--- src/hdl/bag_of_words_error_rate_assert.svh ---
// assertion macros shared by the bag_of_words_error_rate rtl
// no dependencies; the bodies vanish when SYNTHESIS is defined
`ifndef BAG_OF_WORDS_ERROR_RATE_ASSERT_SVH
`define BAG_OF_WORDS_ERROR_RATE_ASSERT_SVH
`ifndef SYNTHESIS
// property that must hold at every edge out of reset
`define BOWER_ASSERT_SYNC(label, clk, rst, prop) \
   label: assert property (@(posedge clk) disable iff (rst) prop) \
      else $error("bower assertion failed");
// condition in one cycle implies a result in the next
`define BOWER_ASSERT_NEXT(label, clk, rst, pre, post) \
   label: assert property (@(posedge clk) disable iff (rst) (pre) |=> (post)) \
      else $error("bower assertion failed");
`else
`define BOWER_ASSERT_SYNC(label, clk, rst, prop)
`define BOWER_ASSERT_NEXT(label, clk, rst, pre, post)
`endif
`endif

--- src/hdl/bower_pkg.sv ---
// shared types and constants of the bag_of_words_error_rate block
// no dependencies
`timescale 1ns / 1ps
`default_nettype none

package bower_pkg;

   localparam int WordIdW = 24;
   localparam int OpW     = 2;
   localparam int CountW  = 8;
   localparam int AvgW    = 16;
   localparam int RefsW   = 5;
   localparam int FracW   = 8;
   localparam int FieldsW = 4 * CountW + AvgW + RefsW + 1;
   localparam int RspW    = 56;

   typedef enum logic [OpW-1:0] {
      OP_HYP = 2'd0,
      OP_REF = 2'd1,
      OP_END = 2'd2,
      OP_FIN = 2'd3
   } op_type;

   typedef struct packed {
      logic capture;
      logic set_ovf;
      logic ref_inc;
      logic addr_clr;
      logic addr_inc;
      logic mem_rd;
      logic compare;
      logic update;
      logic score;
      logic clr_wr;
      logic div_start;
      logic emit;
   } cmd_type;

   typedef struct packed {
      logic hyp_full;
      logic ref_full;
      logic tab_empty;
      logic hit;
      logic scan_last;
      logic is_hyp;
      logic no_refs;
      logic div_done;
      logic out_free;
   } sts_type;

endpackage

`default_nettype wire

--- src/hdl/bower_ctrl.sv ---
// controller: sequences table scans, updates, scoring, clearing and finish
// depends on bower_pkg and the assertion macro header
`timescale 1ns / 1ps
`default_nettype none
`include "bag_of_words_error_rate_assert.svh"

module bower_ctrl
   import bower_pkg::*;
(
   input  wire logic           clock,
   input  wire logic           reset,
   input  wire logic           req_valid,
   input  wire logic [OpW-1:0] req_op,
   output logic                req_ready,
   output cmd_type             cmd,
   input  wire sts_type        sts
);

   typedef enum logic [7:0] {
      S_IDLE  = 8'b0000_0001,
      S_READ  = 8'b0000_0010,
      S_CMP   = 8'b0000_0100,
      S_UPD   = 8'b0000_1000,
      S_SCORE = 8'b0001_0000,
      S_CLEAR = 8'b0010_0000,
      S_DIV   = 8'b0100_0000,
      S_EMIT  = 8'b1000_0000
   } state_type;

   state_type state_ff, state_in;

   assign req_ready = (state_ff == S_IDLE) && !reset;

   always_comb begin
      cmd      = '0;
      state_in = state_ff;
      unique case (state_ff)
         S_IDLE: begin
            if (req_valid) begin
               cmd.capture = 1'b1;
               unique case (op_type'(req_op))
                  OP_HYP: begin
                     if (sts.hyp_full) begin
                        cmd.set_ovf = 1'b1;
                     end else begin
                        cmd.addr_clr = 1'b1;
                        state_in     = sts.tab_empty ? S_UPD : S_READ;
                     end
                  end
                  OP_REF: begin
                     if (sts.ref_full) begin
                        cmd.set_ovf = 1'b1;
                     end else begin
                        cmd.ref_inc  = 1'b1;
                        cmd.addr_clr = 1'b1;
                        state_in     = sts.tab_empty ? S_IDLE : S_READ;
                     end
                  end
                  OP_END: begin
                     state_in = S_SCORE;
                  end
                  OP_FIN: begin
                     if (sts.no_refs) begin
                        state_in = S_EMIT;
                     end else begin
                        cmd.div_start = 1'b1;
                        state_in      = S_DIV;
                     end
                  end
                  default: state_in = S_IDLE;
               endcase
            end
         end
         S_READ: begin
            cmd.mem_rd = 1'b1;
            state_in   = S_CMP;
         end
         S_CMP: begin
            cmd.compare = 1'b1;
            priority if (sts.hit) begin
               state_in = S_UPD;
            end else if (sts.scan_last) begin
               // miss: a hypothesis word goes in as a new row
               state_in = sts.is_hyp ? S_UPD : S_IDLE;
            end else begin
               cmd.addr_inc = 1'b1;
               state_in     = S_READ;
            end
         end
         S_UPD: begin
            cmd.update = 1'b1;
            state_in   = S_IDLE;
         end
         S_SCORE: begin
            cmd.score    = 1'b1;
            cmd.addr_clr = 1'b1;
            state_in     = sts.tab_empty ? S_IDLE : S_CLEAR;
         end
         S_CLEAR: begin
            cmd.clr_wr = 1'b1;
            if (sts.scan_last) begin
               state_in = S_IDLE;
            end else begin
               cmd.addr_inc = 1'b1;
            end
         end
         S_DIV: begin
            if (sts.div_done) begin
               state_in = S_EMIT;
            end
         end
         S_EMIT: begin
            if (sts.out_free) begin
               cmd.emit = 1'b1;
               state_in = S_IDLE;
            end
         end
         default: state_in = S_IDLE;
      endcase
   end

   always_ff @(posedge clock) begin
      if (reset) begin
         state_ff <= S_IDLE;
      end else begin
         state_ff <= state_in;
      end
   end

   `BOWER_ASSERT_SYNC(a_cmp_after_read, clock, reset,
                      (state_ff == S_CMP) |-> $past(state_ff == S_READ))
   `BOWER_ASSERT_SYNC(a_div_has_refs, clock, reset, cmd.div_start |-> !sts.no_refs)
   `BOWER_ASSERT_SYNC(a_state_onehot, clock, reset, $onehot(state_ff))

endmodule

`default_nettype wire

--- config.mk ---
export PLATFORM = sky130hd
export DESIGN_NAME = bower_ctrl
export DESIGN_NICKNAME = d
export VERILOG_FILES = /design/src/hdl/bower_pkg.sv /design/src/hdl/bower_ctrl.sv
export VERILOG_INCLUDE_DIRS = /design/src /design/src/hdl
export SDC_FILE = /design/constraint.sdc
export NUM_CORES = 1
export LEC_CHECK = 0
export BUFFER_PORTS_ARGS = -buffer_cell sky130_fd_sc_hd__buf_2
export CAP_MARGIN = 20
export CORE_UTILIZATION = 42
export CTS_CLUSTER_DIAMETER = 150
export CTS_CLUSTER_SIZE = 40
export DETAILED_ROUTE_END_ITERATION = 10
export PLACE_DENSITY = 0.76
export SYNTH_ARGS = -nofsm -noshare
export SYNTH_HDL_FRONTEND = slang
export SYNTH_SLANG_ARGS = --single-unit
--- constraint.sdc ---
create_clock -name clock -period 1.6 [get_ports clock]
set_input_delay 0.24 -clock clock [delete_from_list [all_inputs] [get_ports clock]]
set_output_delay 0.24 -clock clock [all_outputs]
set_load 0.03 [all_outputs]
=== Word level (Yosys, flattened, before mapping) ===
Index checks and enable logic that the tools add are counted.

* Register bits: 8
* Output and inout bits: 13
* Logic and storage cells: 61

* Equal/unequal tests: 17
* Mux-type cells: 39
* Reductions and logical operators: 4

{| class="wikitable"
|+ Operators with widths
! operator !! count
|-
| two-way mux 8 bit || 8
|-
| one-hot mux 8 bit (7 select lines) || 1
|-
| one-hot mux 8 bit (4 select lines) || 1
|-
| two-way mux 1 bit || 17
|-
| two-way mux 4 bit || 4
|-
| equality test 8 x 1 -> 1 bit, second input constant || 1
|-
| equality test 8 x 2 -> 1 bit, second input constant || 1
|-
| equality test 8 x 3 -> 1 bit, second input constant || 1
|-
| equality test 8 x 4 -> 1 bit, second input constant || 1
|-
| equality test 8 x 5 -> 1 bit, second input constant || 1
|-
| equality test 8 x 6 -> 1 bit, second input constant || 1
|-
| equality test 8 x 7 -> 1 bit, second input constant || 1
|-
| equality test 8 bit, second input constant || 1
|-
| inequality test 2 bit, second input constant || 4
|-
| one-hot mux 1 bit (2 select lines) || 4
|-
| two-way mux 6 bit || 1
|-
| inequality test 3 bit, second input constant || 2
|-
| AND reduction 6 bit || 1
|-
| equality test 2 bit, second input constant || 2
|-
| two-way mux 2 bit || 2
|-
| two-way mux 3 bit || 1
|-
| equality test 2 x 1 -> 1 bit, second input constant || 1
|-
| zero test 2 bit || 1
|-
| logical AND 1 bit || 1
|-
| zero test 1 bit || 1
|}

=== Logic depth before layout (Yosys ltp) ===
* Depth in word-level cells: 5
* Gate-level depth with buffers: 6
* Depth with buffers taken out: 5

=== Worst setup path before layout ===
Ideal clock, no wire load.

* Kind: flip-flop to output port
* Start point: register state_ff[5]
* End point: output port cmd[9] (netlist name)
* Data arrival time: 1.875 ns
* Slack: -0.515 ns
* Stages on the path, launching flop included: 7
* Path buffers: 1
* Path through: dfxtp_1 -> buf_2 -> nor4b_1 -> nand3_1 -> nor2_1 -> nand2_1 -> nor3_1

{| class="wikitable"
|+ RTL lines
! what !! RTL line !! source
|-
| from (decl) || bower_ctrl.sv:30 || <nowiki>state_type state_ff, state_in;</nowiki>
|-
| from (signal assigned) || bower_ctrl.sv:126 || <nowiki>state_ff <= state_in;</nowiki>
|-
| to (decl) || bower_ctrl.sv:15 || <nowiki>output cmd_type cmd,</nowiki>
|}

==> run summary <==
Max cap viols - 0
Startpoint type of the worst setup path - flop
Element type at the critical path end - primary output
Synth-to-Final Area Change - 103%
Sequential area share after synthesis - 0.237
Worst r2r src - state_ff[2]
Initial DRC count - 88
Total iterations of the first detailed-routing run - 4
DRT Wirelength - 3750 um
Vias per cell - 7.04
Placed cells - 149
DRT antenna net count - 0
Final setup margin - -520 ps
NumNets Final - 163
Post-synth EDFFs - 0
IO Pins - 27
Worst-Skew Late Latency - 270 ps
Die area - 0.00177 mm2
R2R cell count - 7
Status - complete, but fails checks
Reg2Reg Setup Slack - -300 ps
CP Class - reg -> out
Vias in the first global route - 1054
Mapped Area - 676 um2
Initial antenna violation count - 0
GP Congestion - 0.836
Grt ovf - 0
Crit Path Max Fanout - 4
Initial Util - 0.449
CTS sink cnt - 8
DR WL/cell - 23.0 um
CP top delay family - simple AND/OR/NAND/NOR gates
Final Hold Viols - 0
Synth Net Count - 100
Share of layout cells above drive strength 1 - 0.735
RSZ-0062 raised after global routing - yes
WHS - 212 ps
Max stage delay on crit path - 410 ps
Worst Hold Launch - sts[0]
Violated checks - setup timing
Synth Area per Inst - 7.86 um2
Tcrit/Tclk final - 1.32
Max rail drop VDD - 0.617 mV
First-pass GRT wire length - 4950 um
Hold Path Class - in -> reg
Post-DP HPWL - 1700 um
Crit path capture - cmd[3]
Largest regs - state_ff: 8 flops
Via count - 1148
Critical Path AT - 1880 ps
Yosys warning count - 0
Max Slew Vio Count - 0
Synth cell types - 36
Port bufs - 26
Count of final setup violators - 21
Root Buffer - clkbuf_4
Core area - 0.00151 mm2
Lkg Pwr - 0.621 nW
Inserted Clock Buffers - 3
CTS clk-pin slew, worst paths - 60 ps
Critical-path top delay cell - nor3_1
Diode count - 0
Std-Cell Rows - 14
Setup crit start - state_ff[7]
DRC errors left - 0
Max Fclk - 472 MHz
Layout Cells excl Fill - 163
Minimum clock period - 2120 ps
CTS max path bufs - 2
Post-Synthesis Cells - 86
Largest net degree at the start of global routing - 8
Yosys reg bits - 8
Pwr/cell area - 798 mW/mm2
GR Util All Layers - 0.375
CP Data Required Time - 1360 ps
Worst Path Buf+Inv - 3
Ys async rst share - 0
Max_slew headroom - 0.703
Number of flip-flops under the largest register name - 8
Top FF cell, synth - dfxtp_1
CTS H-tree depth - 1
Clock skew - 0.808 ps
CTS tree - done
Fin Setup TNS - -6240 ps
Chip Width - 42.1 um
Die Y - 42.1 um
Actual slew at the worst max-slew pin - 442 ps
Worst-path cell chain - nor3_1 > buf_4 > nand4b_1 > inv_1 > buf_2
FF-to-FF End - state_ff[7]
Reg with most FFs - state_ff
Levels on crit path - 5
[power by group]
group / switching [mW] / internal (mW)
clock network: 0.0870 / 0.0871
logic: 0.355 / 0.320
registers: 0.0279 / 0.214
[cell type report]
cell class	instances	area, um2
Clock buffer	3	22.5
Tap cell	16	20.0
Sequential cell	8	181
Fill cell	63	138
Multi-Input combinational cell	68	652
Inverter	7	26.3
Timing Repair Buffer	61	467
[routing by layer]
metal	track usage	up-vias	wire, um
met5	0	-	0
met1	0.436	519	1360
li1	-	442	-
met4	0.269	0	301
met2	0.600	135	1680
met3	0.0862	52	413
[how the worst min path moves through the flow]
stage,end,slack [ps],depth (start not counted)
after floorplan,state_ff[5],310,1
after global placement,state_ff[7],480,2
after detailed placement,state_ff[7],490,2
after CTS,state_ff[4],200,2
after global routing,state_ff[7],220,2
final,state_ff[7],210,2
[worst reg2reg max path, cell delays in order (launching register included)]
cell and delay (ps):
dfxtp_4 380, buf_6 120, buf_6 100, or4b_4 530, nor4b_4 320, a21oi_2 100, nand2_4 140, o32ai_2 90
[synth_stat cells, types with 2 or more instances]
cell,n,area (um2)
nand2_1,3,11.3
a21oi_2,2,17.5
or3b_2,2,17.5
nor4_1,2,12.5
a22oi_1,2,15.0
o21ai_0,2,10.0
and3_1,2,12.5
nand3_1,2,10.0
nand4b_1,2,17.5
and2_1,3,18.8
a21oi_1,3,15.0
nor2_1,16,60.1
buf_2,2,10.0
a31oi_1,2,12.5
inv_1,7,26.3
nor4b_1,4,35.0
nor3_1,4,20.0
dfxtp_1,8,160
[cell usage in the layout, fill, tap and decap left out, types with 2 or more instances in the layout]
| master | n |
|---|---|
| or4b_4 | 2 |
| nand3_2 | 2 |
| inv_1 | 6 |
| or3b_2 | 2 |
| a21oi_1 | 3 |
| a31oi_1 | 2 |
| a22oi_1 | 2 |
| nor2_1 | 5 |
| nand4b_1 | 2 |
| o21ai_0 | 2 |
| dfxtp_4 | 5 |
| nand2_4 | 2 |
| buf_2 | 16 |
| nor3_4 | 2 |
| buf_6 | 13 |
| nor4_1 | 2 |
| nor3_2 | 2 |
| clkbuf_4 | 3 |
| nor4b_4 | 5 |
| a21oi_2 | 2 |
| nor2_2 | 5 |
| nor2_4 | 6 |
| and2_1 | 2 |
| dfxtp_2 | 2 |
| buf_4 | 32 |
[kinds of logic after synthesis]
group | synth area share
AO/OA/AOI/OAI | 0.204
flip-flops | 0.237
multiplexers | 0.0148
buffers and inverters | 0.0704
XOR/XNOR | 0.0130
AND/OR/NAND/NOR | 0.461
[stage by stage]
stage,setup slack [ps],total power [mW],cell area (um2),util
6_report,-520,1.09,1370,0.909
5_1_grt,-565,1.12,1370,0.909
4_1_cts,-312,0.953,1240,0.826
3_5_place_dp,-169,0.699,1080,0.715
3_3_place_gp,-125,0.692,1080,0.715
2_1_floorplan,-40.3,0.523,774,-
[what timing repair did]
item | in CTS | in global routing
setup endpoints to repair | 20 | 21
hold buffers | 0 | 0
setup buffers | 6 | 7
pin swaps | 10 | 9
gates resized for setup | 34 | 21
No activity file was read; power rests on OpenSTA's default activity.
